==> src/rtl/pbl_pkg.sv <==
`timescale 1ns / 1ps
// Shared types and constants of the page buffer LRU manager.
package pbl_pkg;

  localparam int unsigned FrameCountDef = 64;
  localparam int unsigned PageBitsDef   = 20;
  localparam int unsigned PageW         = 20;
  localparam int unsigned FrameW        = 6;
  localparam int unsigned TotalW        = 32;
  localparam int unsigned PageMaxW      = 32;

  typedef enum logic [1:0] {
    ACT_FIX       = 2'd0,
    ACT_SET_DIRTY = 2'd1,
    ACT_CLR_DIRTY = 2'd2,
    ACT_FLUSH     = 2'd3
  } action_e;

  typedef enum logic [3:0] {
    ST_IDLE,
    ST_SCAN_RD,
    ST_SCAN_PG,
    ST_SCAN_CMP,
    ST_FIX_TAIL,
    ST_FIX_END,
    ST_DIRTY,
    ST_FL_RD,
    ST_FL_PG,
    ST_FL_CHK,
    ST_FL_END
  } state_e;

  typedef struct packed {
    logic load;
    logic rank_inc;
    logic ord_rd;
    logic ord_shift;
    logic fl_fetch;
    logic tail_wr;
    logic fix_hit;
    logic fix_miss;
    logic dirty_upd;
    logic flush_chk;
    logic flush_end;
  } cmd_t;

  typedef struct packed {
    logic scan_end;
    logic full;
    logic match;
  } stat_t;

endpackage

==> src/rtl/pbl_ctrl.sv <==
`timescale 1ns / 1ps
// Sequencing state machine of the page buffer LRU manager.
module pbl_ctrl (
  input  logic           clk_i,
  input  logic           rst_ni,
  input  logic           start_i,
  input  logic [1:0]     action_i,
  input  pbl_pkg::stat_t stat_i,
  output pbl_pkg::cmd_t  cmd_o,
  output logic           busy_o
);
  import pbl_pkg::*;

  state_e state_q, state_d;

  always_ff @(posedge clk_i or negedge rst_ni) begin
    if (!rst_ni) begin
      state_q <= ST_IDLE;
    end else begin
      state_q <= state_d;
    end
  end

  always_comb begin
    state_d = state_q;
    unique case (state_q)
      ST_IDLE: begin
        if (start_i) begin
          unique case (action_e'(action_i)) inside
            ACT_FIX:                    state_d = ST_SCAN_RD;
            ACT_SET_DIRTY, ACT_CLR_DIRTY: state_d = ST_DIRTY;
            ACT_FLUSH:                  state_d = ST_FL_RD;
            default:                    state_d = ST_IDLE;
          endcase
        end
      end
      ST_SCAN_RD: begin
        if (stat_i.scan_end) begin
          state_d = stat_i.full ? ST_FIX_END : ST_FIX_TAIL;
        end else begin
          state_d = ST_SCAN_PG;
        end
      end
      ST_SCAN_PG:  state_d = ST_SCAN_CMP;
      ST_SCAN_CMP: state_d = stat_i.match ? ST_IDLE : ST_SCAN_RD;
      ST_FIX_TAIL: state_d = ST_FIX_END;
      ST_FIX_END:  state_d = ST_IDLE;
      ST_DIRTY:    state_d = ST_IDLE;
      ST_FL_RD:    state_d = stat_i.scan_end ? ST_FL_END : ST_FL_PG;
      ST_FL_PG:    state_d = ST_FL_CHK;
      ST_FL_CHK:   state_d = ST_FL_RD;
      ST_FL_END:   state_d = ST_IDLE;
      default:     state_d = ST_IDLE;
    endcase
  end

  always_comb begin
    cmd_o  = '0;
    busy_o = 1'b1;
    unique case (state_q)
      ST_IDLE: begin
        busy_o     = 1'b0;
        cmd_o.load = start_i;
      end
      ST_SCAN_RD:  cmd_o.ord_rd = !stat_i.scan_end;
      ST_SCAN_PG:  cmd_o.ord_shift = 1'b1;
      ST_SCAN_CMP: begin
        cmd_o.fix_hit  = stat_i.match;
        cmd_o.rank_inc = !stat_i.match;
      end
      ST_FIX_TAIL: cmd_o.tail_wr = 1'b1;
      ST_FIX_END:  cmd_o.fix_miss = 1'b1;
      ST_DIRTY:    cmd_o.dirty_upd = 1'b1;
      ST_FL_RD:    cmd_o.ord_rd = !stat_i.scan_end;
      ST_FL_PG:    cmd_o.fl_fetch = 1'b1;
      ST_FL_CHK: begin
        cmd_o.flush_chk = 1'b1;
        cmd_o.rank_inc  = 1'b1;
      end
      ST_FL_END:   cmd_o.flush_end = 1'b1;
      default:     busy_o = 1'b1;
    endcase
  end

  a_load_leaves_idle: assert property (@(posedge clk_i) disable iff (!rst_ni)
    cmd_o.load |=> state_q != ST_IDLE)
    else $error("accepted request did not start work");

  a_hit_ends_fix: assert property (@(posedge clk_i) disable iff (!rst_ni)
    cmd_o.fix_hit |=> state_q == ST_IDLE)
    else $error("hit did not end the fix");

  a_scan_end_stops_reads: assert property (@(posedge clk_i) disable iff (!rst_ni)
    stat_i.scan_end |-> !cmd_o.ord_rd)
    else $error("order read past the used ranks");

endmodule

==> src/rtl/pbl_datapath.sv <==
`timescale 1ns / 1ps
// Frame store, recency order, dirty marks, counters and result register.
module pbl_datapath #(
  parameter int unsigned FRAME_COUNT = pbl_pkg::FrameCountDef,
  parameter int unsigned PAGE_BITS   = pbl_pkg::PageBitsDef
) (
  input  logic                          clk_i,
  input  logic                          rst_ni,
  input  pbl_pkg::cmd_t                 cmd_i,
  output pbl_pkg::stat_t                stat_o,
  input  logic [1:0]                    action_i,
  input  logic [pbl_pkg::PageW-1:0]     page_number_i,
  input  logic [pbl_pkg::FrameW-1:0]    frame_number_i,
  output logic                          out_valid_o,
  output logic [pbl_pkg::FrameW-1:0]    frame_out_o,
  output logic                          was_hit_o,
  output logic                          read_request_o,
  output logic                          writeback_request_o,
  output logic [pbl_pkg::PageW-1:0]     writeback_page_o,
  output logic [pbl_pkg::FrameW-1:0]    writeback_frame_o,
  output logic [pbl_pkg::TotalW-1:0]    hit_total_o,
  output logic [pbl_pkg::TotalW-1:0]    io_total_o,
  output logic                          last_result_o
);
  import pbl_pkg::*;

  localparam int unsigned FW = $clog2(FRAME_COUNT);
  localparam int unsigned CW = $clog2(FRAME_COUNT + 1);
  localparam int unsigned NW = FrameW + 1;

  function automatic logic [TotalW-1:0] sat_inc(input logic [TotalW-1:0] v);
    return (&v) ? v : v + 1'b1;
  endfunction

  // request
  logic [PAGE_BITS-1:0] page_q;
  logic [FrameW-1:0]    fnum_q;
  logic                 set_q;
  logic [PageMaxW-1:0]  page_ext;

  // control state
  logic [CW-1:0]          rank_q, used_q;
  logic [TotalW-1:0]      hit_cnt_q, io_cnt_q;
  logic                   pend_v_q;

  // payload
  logic [FW-1:0]        carry_q, pend_frame_q;
  logic [PAGE_BITS-1:0] pend_page_q;

  // memories: recency order (rank -> frame), frame contents and dirty marks
  logic [FW-1:0]        order_mem [FRAME_COUNT];
  logic [PAGE_BITS-1:0] page_mem  [FRAME_COUNT];
  logic                 dirty_mem [FRAME_COUNT];
  logic [FW-1:0]        ord_rdata_q;
  logic [PAGE_BITS-1:0] pg_rdata_q;
  logic                 dirty_rdata_q;

  logic          ord_we;
  logic [FW-1:0] ord_waddr, ord_wdata, miss_frame;
  logic          pg_re, fnum_ok, carry_dirty;
  logic          dirty_we, dirty_wdata;
  logic [FW-1:0] dirty_waddr;

  // result being formed
  logic                 emit, e_hit, e_rd, e_wb, e_last, hit_inc, io_inc;
  logic [FW-1:0]        e_frame, e_wbf;
  logic [PAGE_BITS-1:0] e_wbp;
  logic [PageMaxW-1:0]  e_wbp_ext;

  logic                 res_valid_q, res_hit_q, res_rd_q, res_wb_q, res_last_q;
  logic [FW-1:0]        res_frame_q, res_wbf_q;
  logic [PageW-1:0]     res_wbp_q;

  assign page_ext    = PageMaxW'(page_number_i);
  assign stat_o.scan_end = (rank_q == used_q);
  assign stat_o.full     = (used_q == CW'(FRAME_COUNT));
  assign stat_o.match    = (pg_rdata_q == page_q);
  assign miss_frame  = stat_o.full ? carry_q : used_q[FW-1:0];
  assign carry_dirty = dirty_rdata_q;
  assign fnum_ok     = {1'b0, fnum_q} < NW'(used_q);

  assign ord_we    = cmd_i.ord_shift | cmd_i.tail_wr | cmd_i.fix_hit | cmd_i.fix_miss;
  assign ord_waddr = (cmd_i.fix_hit | cmd_i.fix_miss) ? '0 : rank_q[FW-1:0];
  assign ord_wdata = cmd_i.fix_miss ? miss_frame : carry_q;
  assign pg_re     = cmd_i.ord_shift | cmd_i.fl_fetch;

  // a frame's mark is written when it is filled, before it can be read
  assign dirty_we    = cmd_i.fix_miss | (cmd_i.dirty_upd & fnum_ok);
  assign dirty_waddr = cmd_i.fix_miss ? miss_frame : fnum_q[FW-1:0];
  assign dirty_wdata = !cmd_i.fix_miss && set_q;

  always_ff @(posedge clk_i) begin
    if (ord_we) begin
      order_mem[ord_waddr] <= ord_wdata;
    end
    if (cmd_i.ord_rd) begin
      ord_rdata_q <= order_mem[rank_q[FW-1:0]];
    end
  end

  always_ff @(posedge clk_i) begin
    if (cmd_i.fix_miss) begin
      page_mem[miss_frame] <= page_q;
    end
    if (pg_re) begin
      pg_rdata_q <= page_mem[ord_rdata_q];
    end
  end

  always_ff @(posedge clk_i) begin
    if (dirty_we) begin
      dirty_mem[dirty_waddr] <= dirty_wdata;
    end
    if (pg_re) begin
      dirty_rdata_q <= dirty_mem[ord_rdata_q];
    end
  end

  always_comb begin
    emit    = 1'b0;
    e_frame = '0;
    e_hit   = 1'b0;
    e_rd    = 1'b0;
    e_wb    = 1'b0;
    e_wbp   = '0;
    e_wbf   = '0;
    e_last  = 1'b0;
    hit_inc = 1'b0;
    io_inc  = 1'b0;
    if (cmd_i.fix_hit) begin
      emit    = 1'b1;
      e_frame = carry_q;
      e_hit   = 1'b1;
      e_last  = 1'b1;
      hit_inc = 1'b1;
    end
    if (cmd_i.fix_miss) begin
      emit    = 1'b1;
      e_frame = miss_frame;
      e_rd    = 1'b1;
      e_last  = 1'b1;
      io_inc  = 1'b1;
      if (stat_o.full && carry_dirty) begin
        e_wb  = 1'b1;
        e_wbp = pg_rdata_q;
        e_wbf = carry_q;
      end
    end
    if (cmd_i.dirty_upd) begin
      emit   = 1'b1;
      e_last = 1'b1;
    end
    // a flush transfer waits for the next one, so that the final one can carry last
    if (cmd_i.flush_chk && carry_dirty && pend_v_q) begin
      emit   = 1'b1;
      e_wb   = 1'b1;
      e_wbp  = pend_page_q;
      e_wbf  = pend_frame_q;
      io_inc = 1'b1;
    end
    if (cmd_i.flush_end) begin
      emit   = 1'b1;
      e_last = 1'b1;
      if (pend_v_q) begin
        e_wb   = 1'b1;
        e_wbp  = pend_page_q;
        e_wbf  = pend_frame_q;
        io_inc = 1'b1;
      end
    end
  end

  assign e_wbp_ext = PageMaxW'(e_wbp);

  always_ff @(posedge clk_i or negedge rst_ni) begin
    if (!rst_ni) begin
      rank_q      <= '0;
      used_q      <= '0;
      hit_cnt_q   <= '0;
      io_cnt_q    <= '0;
      pend_v_q    <= 1'b0;
      res_valid_q <= 1'b0;
    end else begin
      res_valid_q <= emit;
      if (cmd_i.load) begin
        rank_q   <= '0;
        pend_v_q <= 1'b0;
      end else if (cmd_i.rank_inc) begin
        rank_q <= rank_q + 1'b1;
      end
      if (cmd_i.fix_miss) begin
        if (!stat_o.full) begin
          used_q <= used_q + 1'b1;
        end
      end
      if (cmd_i.flush_chk && carry_dirty) begin
        pend_v_q <= 1'b1;
      end
      if (hit_inc) begin
        hit_cnt_q <= sat_inc(hit_cnt_q);
      end
      if (io_inc) begin
        io_cnt_q <= sat_inc(io_cnt_q);
      end
    end
  end

  always_ff @(posedge clk_i) begin
    if (cmd_i.load) begin
      page_q <= page_ext[PAGE_BITS-1:0];
      fnum_q <= frame_number_i;
      set_q  <= (action_e'(action_i) == ACT_SET_DIRTY);
    end
    if (cmd_i.ord_shift || cmd_i.fl_fetch) begin
      carry_q <= ord_rdata_q;
    end
    if (cmd_i.flush_chk && carry_dirty) begin
      pend_page_q  <= pg_rdata_q;
      pend_frame_q <= carry_q;
    end
    if (emit) begin
      res_frame_q <= e_frame;
      res_hit_q   <= e_hit;
      res_rd_q    <= e_rd;
      res_wb_q    <= e_wb;
      res_wbp_q   <= e_wbp_ext[PageW-1:0];
      res_wbf_q   <= e_wbf;
      res_last_q  <= e_last;
    end
  end

  assign out_valid_o         = res_valid_q;
  assign frame_out_o         = FrameW'(res_frame_q);
  assign was_hit_o           = res_hit_q;
  assign read_request_o      = res_rd_q;
  assign writeback_request_o = res_wb_q;
  assign writeback_page_o    = res_wbp_q;
  assign writeback_frame_o   = FrameW'(res_wbf_q);
  assign hit_total_o         = hit_cnt_q;
  assign io_total_o          = io_cnt_q;
  assign last_result_o       = res_last_q;

  a_used_bound: assert property (@(posedge clk_i) disable iff (!rst_ni)
    cmd_i.fix_miss && !stat_o.full |=> used_q == $past(used_q) + 1'b1)
    else $error("frame fill count did not advance on a miss");

  a_hit_cnt_strobe: assert property (@(posedge clk_i) disable iff (!rst_ni)
    !$stable(hit_cnt_q) |-> res_valid_q && res_hit_q)
    else $error("hit count moved without a hit transfer");

  a_io_cnt_strobe: assert property (@(posedge clk_i) disable iff (!rst_ni)
    !$stable(io_cnt_q) |-> res_valid_q && (res_rd_q || res_wb_q))
    else $error("io count moved without a read or write-back transfer");

endmodule

==> src/rtl/page_buffer_lru_manager.sv <==
`timescale 1ns / 1ps
// Top level of the page buffer LRU manager.
//
// Usage: a request is taken on a rising edge with start_i high and busy_o low.
// action_i selects fix page, set dirty, clear dirty or flush. Results appear
// for one cycle each, marked by out_valid_o; last_result_o flags the final
// transfer of a request. The receiver cannot stall, so none is ever held.
// Walk: the recency order is walked one rank at a time, from the most recent,
// reading the order memory, then the frame's page and dirty mark, then checking
// them. A fix ends at the rank whose page matches or, on a miss, after all ranks
// in use. A flush gives one transfer per dirty frame, most recent first, or a
// single empty one when nothing is dirty.
// busy_o is high for the whole of a request; the next one can start in the
// cycle its last result is shown.
// Reset: all frames unused and both totals cleared; a frame's dirty mark is
// written when the frame is first filled, so no clearing pass is needed and
// the block takes requests straight out of reset.
module page_buffer_lru_manager #(
  parameter int unsigned FRAME_COUNT = pbl_pkg::FrameCountDef,
  parameter int unsigned PAGE_BITS   = pbl_pkg::PageBitsDef
) (
  input  logic                          clk_i,
  input  logic                          rst_ni,
  input  logic                          start_i,
  output logic                          busy_o,
  input  logic [1:0]                    action_i,
  input  logic [pbl_pkg::PageW-1:0]     page_number_i,
  input  logic [pbl_pkg::FrameW-1:0]    frame_number_i,
  output logic                          out_valid_o,
  output logic [pbl_pkg::FrameW-1:0]    frame_out_o,
  output logic                          was_hit_o,
  output logic                          read_request_o,
  output logic                          writeback_request_o,
  output logic [pbl_pkg::PageW-1:0]     writeback_page_o,
  output logic [pbl_pkg::FrameW-1:0]    writeback_frame_o,
  output logic [pbl_pkg::TotalW-1:0]    hit_total_o,
  output logic [pbl_pkg::TotalW-1:0]    io_total_o,
  output logic                          last_result_o
);
  import pbl_pkg::*;

  cmd_t  cmd;
  stat_t stat;

  pbl_ctrl u_ctrl (
    .clk_i    (clk_i),
    .rst_ni   (rst_ni),
    .start_i  (start_i),
    .action_i (action_i),
    .stat_i   (stat),
    .cmd_o    (cmd),
    .busy_o   (busy_o)
  );

  pbl_datapath #(
    .FRAME_COUNT (FRAME_COUNT),
    .PAGE_BITS   (PAGE_BITS)
  ) u_datapath (
    .clk_i               (clk_i),
    .rst_ni              (rst_ni),
    .cmd_i               (cmd),
    .stat_o              (stat),
    .action_i            (action_i),
    .page_number_i       (page_number_i),
    .frame_number_i      (frame_number_i),
    .out_valid_o         (out_valid_o),
    .frame_out_o         (frame_out_o),
    .was_hit_o           (was_hit_o),
    .read_request_o      (read_request_o),
    .writeback_request_o (writeback_request_o),
    .writeback_page_o    (writeback_page_o),
    .writeback_frame_o   (writeback_frame_o),
    .hit_total_o         (hit_total_o),
    .io_total_o          (io_total_o),
    .last_result_o       (last_result_o)
  );

endmodule
==> config.mk <==
export PLATFORM = sky130hd
export DESIGN_NAME = page_buffer_lru_manager
export DESIGN_NICKNAME = d
export VERILOG_FILES = /design/src/rtl/pbl_pkg.sv /design/src/rtl/pbl_ctrl.sv /design/src/rtl/pbl_datapath.sv /design/src/rtl/page_buffer_lru_manager.sv
export SDC_FILE = /design/constraint.sdc
export NUM_CORES = 2
export LEC_CHECK = 0
export BUFFER_PORTS_ARGS = -buffer_cell sky130_fd_sc_hd__buf_2
export CAP_MARGIN = 25
export CORE_ASPECT_RATIO = 0.8
export CORE_UTILIZATION = 50
export CTS_CLUSTER_DIAMETER = 40
export DETAILED_ROUTE_END_ITERATION = 16
export GPL_ROUTABILITY_DRIVEN = 0
export GPL_TIMING_DRIVEN = 1
export PLACE_DENSITY = 0.74
export SLEW_MARGIN = 20
export SYNTH_ARGS = -nofsm -noshare
export SYNTH_HDL_FRONTEND = slang
export SYNTH_SLANG_ARGS = --single-unit
==> constraint.sdc <==
create_clock -name clk_i -period 9.95 [get_ports clk_i]
set_clock_uncertainty 0.05 [all_clocks]
set_input_delay 0.995 -clock clk_i [delete_from_list [all_inputs] [get_ports clk_i]]
set_output_delay 0.995 -clock clk_i [all_outputs]
set_load 0.005 [all_outputs]
* Yosys cells after proc, flatten, opt, wreduce, memory -nomap -nowiden *
Memories as Yosys holds them, arrays and structs flattened. A register that Yosys moved wholly into a read port is not among the register bits.
Cells that the tools add are included.
Widths: inputs -> output; s select.

word-level totals
  register bits = 179
  bits in writable memories = 1728
  input port bits = 31
  output and inout port bits = 102
  logic and storage cells = 132
  memories kept = 3

memories
  name                  words  width  rd ports  clocked after memory_dff  write ports  RTL line            source
  u_datapath.page_mem   64     20     1         1                         1            pbl_datapath.sv:52  logic [PAGE_BITS-1:0] page_mem [FRAME_COUNT];
  u_datapath.order_mem  64     6      1         1                         1            pbl_datapath.sv:51  logic [FW-1:0] order_mem [FRAME_COUNT];
  u_datapath.dirty_mem  64     1      1         1                         1            pbl_datapath.sv:53  logic dirty_mem [FRAME_COUNT];

cells by class
  add/subtract/negate cells = 4
  order comparisons = 1
  equal/unequal tests = 17
  muxes and demuxes = 58
  bitwise gates (word level) = 10
  reductions and logical operators = 19

operators with widths
  operator               count
  $mux 20                5
  $mux 6                 11
  $add 32x1->32 const B  2
  $reduce_and 32->1      2
  $mux 1                 34
  $pmux 4 s8             1
  $eq 20x20->1           1
  $eq 4x3->1 const B     4
  $add 7x1->7 const B    2
  $mux 7                 2
  $eq 4x4->1 const B     3
  $pmux 3 s3             1
  $eq 4x2->1 const B     2
  $mux 4                 2
  $eq 7x7->1             1
  $eq 7x7->1 const B     1
  $lt 6x7->1             1
  $or 1x1->1             6
  $reduce_and 2->1       3
  $eq 2x2->1 const B     2
  $eq 4x1->1 const B     1
  $logic_and 1x1->1      4
  $logic_not 4->1        1
  $reduce_bool 2->1      2
  10 further kinds       15

* Depth between registers and ports, before layout *
  depth in word-level cells = 8
  gate-level depth with buffers = 12
  gate-level depth less buffers = 8

* By module *
A second synthesis with hierarchy kept.

unflattened totals
  cells, all modules = 3751
  area, all modules = 76004.1 um^2

modules (own cells, without submodules)
  module        instances  cells each  area each (um^2)  seq. area each (um^2)
  pbl_datapath  1          3694        75551.2           57555.2
  pbl_ctrl      1          57          452.9             100.1

* Worst setup path after synthesis *
OpenSTA, ideal clock, no wires.

  path kind = register -> register
  from = register u_datapath.used_q[1]
  to = memory u_datapath.order_mem[0][5] in the netlist's numbering (data pin)
  setup time = 0.703 ns
  arrival = 4.078 ns
  data required time = 9.197 ns
  path slack = 5.119 ns
  cell stages (with the launch flop) = 7
  buffers on the path = 1
  period minus slack after synthesis = 4.831 ns
  cells stage by stage = dfrtp_1 clkbuf_1 inv_1 ha_1 nor4b_4 a31oi_1 o21ai_0

on the way
  cells in the longest elaborated chain, start to end = 3

ends and longest elaborated chain
  element                            RTL line             source
  start: declaration                 pbl_datapath.sv:42   logic [CW-1:0] rank_q, used_q;
  start signal: assignment           pbl_datapath.sv:193  used_q <= used_q + 1'b1;
  $eq 7x7->1                         pbl_datapath.sv:76   assign stat_o.full = (used_q == CW'(FRAME_COUNT));
  $mux 6                             pbl_datapath.sv:78   assign miss_frame = stat_o.full ? carry_q : used_q[FW-1:0];
  $mux 6                             pbl_datapath.sv:84   assign ord_wdata = cmd_i.fix_miss ? miss_frame : carry_q;
  named net u_datapath.ord_wdata[5]  pbl_datapath.sv:59   logic [FW-1:0] ord_waddr, ord_wdata, miss_frame;
  end: declaration                   pbl_datapath.sv:51

The timed path passes the listed nets, and every way through them passes these cells.

* Worst setup path in the final report *
  from = register u_datapath.used_q[1]
  to = memory u_datapath.page_mem[45][14] in the netlist's numbering, enable pin

on the way
  cells in the longest elaborated chain, start to end = 2

ends and longest elaborated chain
  element           RTL line
  $eq 7x7->1        pbl_datapath.sv:76
  $mux 6 (*)        pbl_datapath.sv:78
  end: declaration  pbl_datapath.sv:52

Mark *: on every way between the ends. The rest lies on a longest branch, timed or not.

==> results_dict.tcl <==
set metrics [dict create \
    final_area_um2 85200 \
    synth.yosys.seq_area_share_pct 76.2 \
    first_iter_violations 5403 \
    postCtsSetupBuffers 0 \
    num_rows 127 \
    avgRoutedWirePerCell_um 29.9 \
    synthTopCellsByArea "edfxtp_1 73%, mux4_2 12%, dfrtp_1 2.8%" \
    status "finished, violations left" \
    dp.final_hpwl_mm 112 \
    drive_gt1_share_pct 24.5 \
    yosysUniqueCellTypes 71 \
    synth_area_per_cell_um2 19.9 \
    drc_errors 8 \
    coreArea_um2 150000 \
    fin_nets 4078 \
    violations "design-rule violations" \
    num_io_pins 133 \
    wl_met1_mm 72.8 \
    ys_async_sr_fraction_pct 4.34 \
    grt_max_degree 97 \
    crit_path_end_kind "flip-flop" \
    fp.dieH_um 350 \
    slew-limit-headroom_pct 22.5 \
    multi_input_comb_area_um2 17400 \
    peakVddDrop_mv 0.309 \
    areaGrowthSynthToFinish_pct 12.6 \
    track_usage_pct 24.2 \
    yosys_warnings 0 \
    tightest_slew_ns 1.16 \
    dr_total_vias 39400 \
    p_per_area_nw_per_um2 265 \
    grt_overflow 0 \
    wl_mm 185 \
    fin_util_pct 56.8 \
    slowest_stage "nor2_2" \
    finalSetupTns_ns 0 \
    cts.sinks 1934 \
    worstRegToRegCells 9 \
    power_uw 22600 \
    cp_data_required_time_ns 10.42 \
    synth-seq-cells 1934 \
    clockBufferDepth 3 \
    final_cell_mix "1850 x edfxtp_1, 402 x mux4_2, 199 x nor2_1" \
    min_to "u_datapath.page_q[1]$_DFFE_PP_" \
    setup_violations 0 \
    antenna_left 0 \
    initial_core_util_pct 50.4 \
    hp-class "in -> reg" \
    worstPathArrival_ns 4.98 \
    clk_latency_ns 0.82 \
    regArea_um2 57700 \
    fin_crit_sh_pct 45.3 \
    numCtsBuffers 180 \
    detail_route.vias_per_cell 6.38 \
    r2r_start "u_datapath.used_q[1]$_DFFE_PN0P_" \
    die_area_um2 153000 \
    syn_inst 3804 \
    post_dp_cell_area_um2 79300 \
    synthesis.area_um2 75700 \
    critPathMaxFanout 11 \
    antenna_found_initial 3 \
    grt_setup_unrepaired "no" \
    whs_ns 0.293 \
    critical_path.cell_chain "inv_1 -> ha_1 -> nor4b_4 -> and2_1 -> a21oi_1 -> nor2_1 -> nand2_1 -> nor2_2 -> buf_8" \
    grt_pass1_wl_mm 268 \
    min_from "page_number_i[1]" \
    yosysTopAreaCellShare_pct 73.4 \
    cts_tree "built" \
    numPortBuffers 132 \
    hold_depth 1 \
    highest_layer "met4" \
    h-tree-depth 4 \
    drt_pre_antenna_iters 13 \
    cp-start-kind "flip-flop" \
    synth_edf_count 1850 \
    maxSlewViolCount 0 \
    leakage_uw 0.0273 \
    hold_viol 0 \
    layout_commonest_cell "edfxtp_1" \
    wl_met2_mm 85.4 \
    wl_met3_mm 20.5 \
    die_w_um 437 \
    clkTransAtPathRegs_ns 0.07 \
    rrSetupSlack_ns 5.44 \
    grt_pass1_vias 38300 \
    r2r_end "u_datapath.page_mem[45][14]$_DFFE_PP_" \
    cts-root-buf "clkbuf_16" \
    crit_type "reg -> reg" \
    fillCellCount 10700 \
    synth_nets 3847 \
    synth_ff_type "edfxtp_1" \
    clock.fmax_mhz 222 \
    drv_cap 0 \
    max_stage_delay_ns 0.77 \
    fin_crit_ns 4.51 \
    synth_top_area_cell "edfxtp_1" \
]
## worst max-delay path by stage
| stage | from | endpoint | slack (ns) | depth (start not counted) |
|---|---|---|---|---|
| floorplan | u_datapath.used_q[1]$_DFFE_PN0P_ | u_datapath.order_mem[0][5]$_DFFE_PP_ | 5.12 | 6 |
| global placement | u_datapath.used_q[1]$_DFFE_PN0P_ | u_datapath.page_mem[13][11]$_DFFE_PP_ | 5.44 | 8 |
| detailed placement | u_datapath.page_q[16]$_DFFE_PP_ | u_datapath.order_mem[10][0]$_DFFE_PP_ | 5.58 | 8 |
| CTS | u_datapath.page_q[16]$_DFFE_PP_ | u_datapath.order_mem[10][2]$_DFFE_PP_ | 5.58 | 8 |
| global route | u_datapath.used_q[1]$_DFFE_PN0P_ | u_datapath.page_mem[45][1]$_DFFE_PP_ | 5.26 | 9 |
| finish | u_datapath.used_q[1]$_DFFE_PN0P_ | u_datapath.page_mem[45][14]$_DFFE_PP_ | 5.44 | 9 |
## where the power goes
part	internal (µW)	switching, µW	total [µW]
Combinational	2080	3700	5780
Clock	3770	3030	6800
Sequential	9700	291	9990
## cells by family (layout without fill, tap and decap cells)
| kind of cell | after synthesis | count (layout) | synth area share [%] |
|---|---|---|---|
| compound gates | 373 | 373 | 3.58 |
| xor+xnor | 96 | 96 | 1.11 |
| fa+ha+maj | 12 | 12 | 0.198 |
| buf+inv | 228 | 608 | 1.35 |
| flops | 1934 | 1934 | 76.2 |
| mux | 517 | 517 | 13.5 |
| other cells | 0 | 2 | 0 |
| simple gates | 644 | 644 | 4.06 |
## through the flow
| step | cells | worst slack (ns) |
|---|---|---|
| finish | 6185 | 5.44 |
| global route | 6183 | 5.26 |
| CTS | 6179 | 5.58 |
| detailed placement | 5847 | 5.58 |
| global placement | 5830 | 5.44 |
| floorplan | 3804 | 5.12 |
## cells in the mapped netlist (7+ instances only)
library cell	instances
nor2_1	259
or3_1	8
o211ai_1	15
mux2i_1	105
mux4_2	402
nand3_1	58
ha_1	12
and2_1	20
xnor2_1	77
dfrtp_1	84
a22oi_1	89
o22ai_1	45
nor3_1	33
a21o_1	13
and3_1	19
and4_1	8
nor4_1	13
clkbuf_1	87
buf_4	8
o21ai_0	45
edfxtp_1	1850
xor2_1	19
buf_1	30
nor2_4	9
a221oi_1	34
nand4_1	42
a21oi_1	34
mux2_2	10
a211oi_1	8
nor2b_1	18
a31oi_1	7
nand2_1	123
nand2b_1	15
buf_2	74
inv_1	19
a22o_1	45
## area by class of cell
type	instances	share of cell area, %
repair buffers	253	2.04
well taps	1999	2.94
multi-input cells	1642	20.4
flip-flops and latches	1934	67.7
clock inverters	106	1.24
clock buffers	225	5.58
diodes	2	0.00588
inverters	24	0.106
## critical path: cells and delay by family (launching register included)
family          cells  cell delay (ns)
simple gates        5             2.76
flops               1             0.50
buf+inv             2             0.46
compound gates      1             0.23
fa+ha+maj           1             0.19
## sequential cells by signal, indices dropped and copies added, names as in the netlist, 20 cells and up
name / cells
u_datapath.page_mem: 1280
u_datapath.order_mem: 384
u_datapath.dirty_mem: 64
u_datapath.hit_total_o: 32
u_datapath.io_total_o: 32
u_datapath.page_q: 20
u_datapath.pend_page_q: 20
u_datapath.pg_rdata_q: 20
u_datapath.writeback_page_o: 20
## per-layer routing
metal | vias to the layer above | GRT usage, %
met3 | 338 | 5.22
met1 | 20600 | 35.1
met4 | 0 | 8.86
met5 | - | 0
li1 | 16100 | -
met2 | 2419 | 36.4
## repair_timing
item                      in CTS  in global routing
hold buffers                   1                  0
hold endpoints to repair       8                  0
gates resized for setup        0                  0
No activity file was read; power rests on OpenSTA's default activity.
